## config.mk

```make
export PLATFORM = sky130hd
export DESIGN_NAME = utf8_to_ucs2_decoder_flat
export DESIGN_NICKNAME = d
export VERILOG_FILES = /design/src/sv/utf8dec_pkg.sv /design/src/sv/utf8dec_if.sv /design/src/sv/utf8_to_ucs2_decoder.sv /design/src/flat_wrapper.sv
export SDC_FILE = /design/constraint.sdc
export NUM_CORES = 1
export LEC_CHECK = 0
export BUFFER_PORTS_ARGS = -buffer_cell sky130_fd_sc_hd__buf_2
export CORE_UTILIZATION = 55
export CTS_BUF_LIST = sky130_fd_sc_hd__clkbuf_8 sky130_fd_sc_hd__clkbuf_16
export CTS_CLUSTER_SIZE = 20
export DETAILED_ROUTE_END_ITERATION = 16
export PLACE_DENSITY_LB_ADDON = 0.15
export SLEW_MARGIN = 40
export SYNTH_ARGS = -nofsm -noshare
export SYNTH_HDL_FRONTEND = slang
export SYNTH_SLANG_ARGS = --single-unit
```

## constraint.sdc

```tcl
create_clock -name clk -period 3 [get_ports clk]
set_input_delay 0.3 -clock clk [delete_from_list [all_inputs] [get_ports clk]]
set_output_delay 0.3 -clock clk [all_outputs]
set_load 0.01 [all_outputs]
```

## src/sv/utf8dec_pkg.sv

```systemverilog
// ----------------------------------------------------------------------------
// utf8dec_pkg
// Types and constants shared by the UTF-8 to UCS-2 decoder and its channels.
// ----------------------------------------------------------------------------
package utf8dec_pkg;

	localparam int BYTE_W = 8;
	localparam int UNIT_W = 16;
	localparam int STAT_W = 2;
	localparam int PEND_W = 2;

	typedef logic [STAT_W-1:0] status_t;

	localparam status_t ST_OK       = 2'd0;
	localparam status_t ST_BAD_LEAD = 2'd1;
	localparam status_t ST_TRUNC    = 2'd2;

	localparam logic [BYTE_W-1:0] ASCII_LIMIT = 8'h80;
	localparam logic [BYTE_W-1:0] LEAD3_MASK  = 8'hE0;
	localparam logic [BYTE_W-1:0] LEAD2_MASK  = 8'hC0;
	localparam logic [BYTE_W-1:0] LEAD2_KEEP  = 8'h1F;
	localparam logic [BYTE_W-1:0] LEAD3_KEEP  = 8'h0F;
	localparam logic [BYTE_W-1:0] CONT_KEEP   = 8'h3F;

	typedef struct packed {
		logic [BYTE_W-1:0] in_byte;
		logic              end_of_stream;
	} in_item_t;

	typedef struct packed {
		logic [UNIT_W-1:0] code_unit;
		status_t           status;
		logic              final_res;
	} out_item_t;

endpackage

```

## src/sv/utf8dec_if.sv

```systemverilog
// ----------------------------------------------------------------------------
// utf8dec_if
// Valid/ready channels for source bytes and decoded code units.
// ----------------------------------------------------------------------------
interface utf8dec_in_if;
	import utf8dec_pkg::*;

	logic     valid;
	logic     ready;
	in_item_t data;

	modport source (output valid, output data, input ready);
	modport sink (input valid, input data, output ready);
endinterface

interface utf8dec_out_if;
	import utf8dec_pkg::*;

	logic      valid;
	logic      ready;
	out_item_t data;

	modport source (output valid, output data, input ready);
	modport sink (input valid, input data, output ready);
endinterface

```

## src/sv/utf8_to_ucs2_decoder.sv

```systemverilog
// ----------------------------------------------------------------------------
// utf8_to_ucs2_decoder
// Decodes a UTF-8 byte stream into UCS-2 code units, one byte per cycle unless the unit side stalls.
// ----------------------------------------------------------------------------
// channel       dir   payload                               transfer
// byte_stream   in    in_byte[8], end_of_stream[1]          valid && ready
// unit_stream   out   code_unit[16], status[2], final_res   valid && ready
//
// one byte per cycle sustained while the unit side keeps up; a taken byte's
// result passes through the input register, then the result register.
// reset clears the decode state and both stage valid flags.
// a stalled result only holds the pipe once both stages are full; bytes
// that produce no result still pass through the input register.
// ----------------------------------------------------------------------------
module utf8_to_ucs2_decoder (
	input  logic          clk,
	input  logic          arst_n,
	utf8dec_in_if.sink    byte_stream,
	utf8dec_out_if.source unit_stream
);
	import utf8dec_pkg::*;

	logic                valid_s1;
	in_item_t            item_s1;
	logic                valid_s2;
	out_item_t           res_s2;

	logic [PEND_W-1:0]   pending_q;
	logic [UNIT_W-1:0]   partial_q;
	logic                halted_q;

	logic                s2_free;
	logic                s1_free;
	logic                fire_s1;

	logic [PEND_W-1:0]   pending_d;
	logic [UNIT_W-1:0]   partial_d;
	logic                halted_d;
	logic                res_vld;
	out_item_t           res;
	logic [BYTE_W-1:0]   b;
	logic                eos;
	logic [UNIT_W-1:0]   shifted;
	logic [PEND_W-1:0]   pend_dec;

	assign s2_free = !valid_s2 || unit_stream.ready;
	assign s1_free = !valid_s1 || s2_free;
	assign fire_s1 = valid_s1 && s2_free;

	assign byte_stream.ready = s1_free;
	assign unit_stream.valid = valid_s2;
	assign unit_stream.data  = res_s2;

	assign b        = item_s1.in_byte;
	assign eos      = item_s1.end_of_stream;
	assign shifted  = {partial_q[UNIT_W-7:0], 6'b0} | UNIT_W'(b & CONT_KEEP);
	assign pend_dec = pending_q - PEND_W'(1);

	always_comb begin
		pending_d = pending_q;
		partial_d = partial_q;
		halted_d  = halted_q;
		res_vld   = 1'b0;
		res       = '{code_unit: '0, status: ST_OK, final_res: 1'b0};
		if (halted_q) begin
			if (eos) begin
				halted_d = 1'b0;
			end
		end else if (pending_q != '0) begin
			pending_d = pend_dec;
			partial_d = shifted;
			if (pend_dec == '0) begin
				partial_d = '0;
				res_vld   = 1'b1;
				res       = '{code_unit: shifted, status: ST_OK, final_res: eos};
			end else if (eos) begin
				pending_d = '0;
				partial_d = '0;
				res_vld   = 1'b1;
				res       = '{code_unit: '0, status: ST_TRUNC, final_res: 1'b1};
			end
		end else if (b < ASCII_LIMIT) begin
			res_vld = 1'b1;
			res     = '{code_unit: UNIT_W'(b), status: ST_OK, final_res: eos};
		end else if ((b & LEAD3_MASK) == LEAD3_MASK || (b & LEAD2_MASK) == LEAD2_MASK) begin
			if (eos) begin
				pending_d = '0;
				partial_d = '0;
				res_vld   = 1'b1;
				res       = '{code_unit: '0, status: ST_TRUNC, final_res: 1'b1};
			end else if ((b & LEAD3_MASK) == LEAD3_MASK) begin
				pending_d = PEND_W'(2);
				partial_d = UNIT_W'(b & LEAD3_KEEP);
			end else begin
				pending_d = PEND_W'(1);
				partial_d = UNIT_W'(b & LEAD2_KEEP);
			end
		end else begin
			pending_d = '0;
			partial_d = '0;
			halted_d  = !eos;
			res_vld   = 1'b1;
			res       = '{code_unit: '0, status: ST_BAD_LEAD, final_res: 1'b1};
		end
	end

	// input register
	always_ff @(posedge clk or negedge arst_n) begin
		if (!arst_n) begin
			valid_s1 <= 1'b0;
		end else if (s1_free) begin
			valid_s1 <= byte_stream.valid;
		end
	end

	always_ff @(posedge clk) begin
		if (s1_free) begin
			item_s1 <= byte_stream.data;
		end
	end

	// decode state
	always_ff @(posedge clk or negedge arst_n) begin
		if (!arst_n) begin
			pending_q <= '0;
			partial_q <= '0;
			halted_q  <= 1'b0;
		end else if (fire_s1) begin
			pending_q <= pending_d;
			partial_q <= partial_d;
			halted_q  <= halted_d;
		end
	end

	// result register
	always_ff @(posedge clk or negedge arst_n) begin
		if (!arst_n) begin
			valid_s2 <= 1'b0;
		end else if (s2_free) begin
			valid_s2 <= fire_s1 && res_vld;
		end
	end

	always_ff @(posedge clk) begin
		if (s2_free) begin
			res_s2 <= res;
		end
	end

endmodule

```

## src/flat_wrapper.sv

```systemverilog
// flat-port wrapper written by rule: the top's interface ports become plain ports
module utf8_to_ucs2_decoder_flat import utf8dec_pkg::*;
  (clk, arst_n, byte_stream_valid, byte_stream_data, byte_stream_ready, unit_stream_valid, unit_stream_data, unit_stream_ready);
  utf8dec_in_if byte_stream_i ();
  utf8dec_out_if unit_stream_i ();
  input  logic clk;
  input  logic arst_n;
  input wire logic [$bits(byte_stream_i.valid)-1:0] byte_stream_valid;
  input wire logic [$bits(byte_stream_i.data)-1:0] byte_stream_data;
  output wire logic [$bits(byte_stream_i.ready)-1:0] byte_stream_ready;
  output wire logic [$bits(unit_stream_i.valid)-1:0] unit_stream_valid;
  output wire logic [$bits(unit_stream_i.data)-1:0] unit_stream_data;
  input wire logic [$bits(unit_stream_i.ready)-1:0] unit_stream_ready;
  assign byte_stream_i.valid = byte_stream_valid;
  assign byte_stream_i.data = byte_stream_data;
  assign byte_stream_ready = byte_stream_i.ready;
  assign unit_stream_valid = unit_stream_i.valid;
  assign unit_stream_data = unit_stream_i.data;
  assign unit_stream_i.ready = unit_stream_ready;
  utf8_to_ucs2_decoder u_core (.clk(clk), .arst_n(arst_n), .byte_stream(byte_stream_i), .unit_stream(unit_stream_i));
endmodule
```

==> impl_metrics.py <==
metrics = {
    "synth": {
        "ys_types": 31,
        "netlist.area_leader.share_pct": 46.4,
        "ys_ff_latch": 43,
        "yosys.area.top_type": "edfxtp_1",
        "synth_fp_nets": 150,
        "yosysWarnings": 0,
        "syn_inst": 134,
        "netlist_area_um2": 1810,
        "synth.avg_cell_area_um2": 13.5,
        "yosys-top-cells-area": "edfxtp_1, dfrtp_1, and2_1",
        "synth-seq-area-share_pct": 67.2,
    },
    "global_routing": {
        "grt_pass1_wl_um": 5060,
        "grt_util_all_layers_pct": 20.7,
        "antenna_found_initial": 0,
        "grt_pass1_vias": 1122,
        "grt.overflow.total": 0,
        "grt_max_degree": 22,
    },
    "sta": {
        "setup_tns_ps": 0,
        "fin_worst_skew_ps": 9.04,
        "fmax_mhz": 419,
        "drv_slew": 0,
        "slew_headroom_pct": 47.4,
        "fin_crit_ps": 2380,
        "worst_pin_slew_ps": 787,
        "setup_viol": 0,
        "rsz0062_at_grt": "no",
        "hold_viol": 0,
        "final.period_utilization_pct": 79.5,
    },
    "clock_network": {
        "post_cts_buffers": 0,
        "cts_tree": "built",
        "clock_path_buffers": 2,
        "cts.sinks": 43,
        "worst_setup_hold_path_clk_slew_ps": 80,
        "cts_buffers": 5,
        "cts_max_level": 2,
        "insertion_delay_ps": 290,
        "cts_root_buffer": "clkbuf_8",
    },
    "place": {
        "postPlaceCellArea_um2": 2000,
        "place_congestion": 0.777,
        "io_buffers": 33,
        "dp_hpwl_um": 2290,
    },
    "run_status": {
        "status": "finished, final reports clean",
    },
    "layout": {
        "final_area_um2": 2100,
        "layout_common_cells": "buf_2, edfxtp_1, inv_1, and2_1, dfrtp_1",
        "area_growth_pct": 16.2,
        "layout-drive-gt1-share_pct": 24.6,
        "final_nets": 186,
        "final_common_cell": "buf_2",
        "antenna_cells": 0,
    },
    "job": {
        "max_cap_viol_count": 0,
    },
    "min_path": {
        "hp-start": "byte_stream_data[1]",
        "hp-class": "input pin to flip-flop",
        "min_to": "u_core.b[0]",
        "min_path_cells": 1,
    },
    "floorplan": {
        "die_w_um": 59.4,
        "rows": 20,
        "ioPinCount": 34,
        "core_region_area_um2": 3080,
        "dieArea_um2": 3530,
        "die_y_um": 59.4,
        "start_util_pct": 58.8,
    },
    "detailed_routing": {
        "wl_met3_um": 139,
        "viasPerCell": 5.39,
        "drc": 0,
        "dr_wl_met2_um": 1700,
        "wl_per_cell_um": 14.4,
        "antenna_left": 0,
        "wirelength_um": 3100,
        "num_vias": 1158,
        "dr.pass1.iters": 5,
        "wl_met1_um": 1230,
        "drt-initial-drc-count": 30,
        "top_layer": "met4",
    },
    "pwr": {
        "p_per_area_nw_per_um2": 911,
        "vdd.ir_drop.worst_mv": 0.532,
        "leakagePower_nw": 0.918,
    },
    "critical_path": {
        "critical_path.max_fanout": 21,
        "r2r_cells": 4,
        "worst_ep_required_time_ps": 3150,
        "crit_type": "flip-flop to flip-flop",
        "worstSetupEndpointType": "flip-flop",
        "reg2reg_to": "u_core.halted_q",
        "arrival_ps": 2530,
        "rrSetupSlack_ps": 620,
        "r2r-start": "u_core.unit_stream.valid",
        "crit_path_start_kind": "flip-flop",
    },
}
## Yosys cell counts (all sizes together)
master	count
o31ai	5
mux2i	7
buf	2
a211oi	1
and3b	1
nor2b	4
nor3	2
nor4bb	1
inv	17
dfrtp	15
nand2	7
nand3b	1
o21ai	1
clkbuf	3
and2	15
nor2	4
or4	1
nand4b	1
o32a	2
nand2b	1
ha	3
nor4	1
a21oi	1
edfxtp	28
o41ai	5
a2bb2oi	1
and3	1
a31o	1
a31oi	2
## metal layers
layer  GRT usage, %  up-vias
met5              0        -
met3           6.77        4
met2           34.8       37
met1           24.6      566
li1               -      551
met4           7.82        0
## layout make-up
cell class	count	area (µm²)
well taps	44	55.1
clock buffers	6	82.6
flip-flops and latches	43	1220
multi-input cells	69	503
fillers	245	975
repair buffers	34	175
inverters	17	63.8
clock inverters	2	7.51
## state kept, by name (all words and copies together) (netlist names)
signal	flops
u_core.valid_s1	1
u_core.unit_stream.valid	1
u_core.halted_q	1
u_core.partial_q	10
u_core.unit_stream.data	19
u_core.eos	1
u_core.b	8
u_core.pending_q	2
## cell families after synthesis
logic type	synth area share, %
AOI/OAI and AO/OA	8.22
adders and majority gates	2.07
buffers and inverters	5.04
DFF	67.2
muxes	3.87
and+or+nand+nor	13.6
## worst max path at each step
| stage | start | end | slack [ps] |
|---|---|---|---|
| floorplan | u_core.pending_q[0] | u_core.partial_q[4] | 1240 |
| CTS | u_core.unit_stream.valid | byte_stream_ready | 720 |
| finish | u_core.unit_stream.valid | u_core.halted_q | 620 |
| global route | u_core.unit_stream.valid | u_core.halted_q | 380 |
| global placement | unit_stream_ready | u_core.halted_q | 990 |
| detailed placement | unit_stream_ready | u_core.halted_q | 900 |
## worst max-delay path, stage by stage, from the launching register on
cell and delay, ps:
dfrtp_1 330, nor2b_1 640, clkinv_1 830, a31oi_1 380, a31oi_1 70
## report_power, final
part / internal, mW / leakage [nW] / switching [mW]
combinational: 0.238 / 0.367 / 0.351
sequential: 0.857 / 0.501 / 0.111
clock: 0.181 / 0.0500 / 0.178
## through the flow
stage | instances | power [mW] | setup WS (ps) | util [%] | hold WS, ps
after floorplan | 134 | 1.37 | 1240 | - | 4.41
after global placement | 206 | 1.54 | 987 | 65.1 | 225
after detailed placement | 206 | 1.57 | 899 | 65.1 | 232
after CTS | 215 | 1.93 | 722 | 68.3 | 169
after global routing | 215 | 2.04 | 376 | 68.3 | 171
final | 215 | 1.92 | 616 | 68.3 | 177
## timing repair
action,in CTS,in global routing
resized for setup,0,0
endpoints found under the setup margin,0,0
hold buffers,1,0
hold endpoints to repair,15,0
No activity file was read; power rests on OpenSTA's default activity.
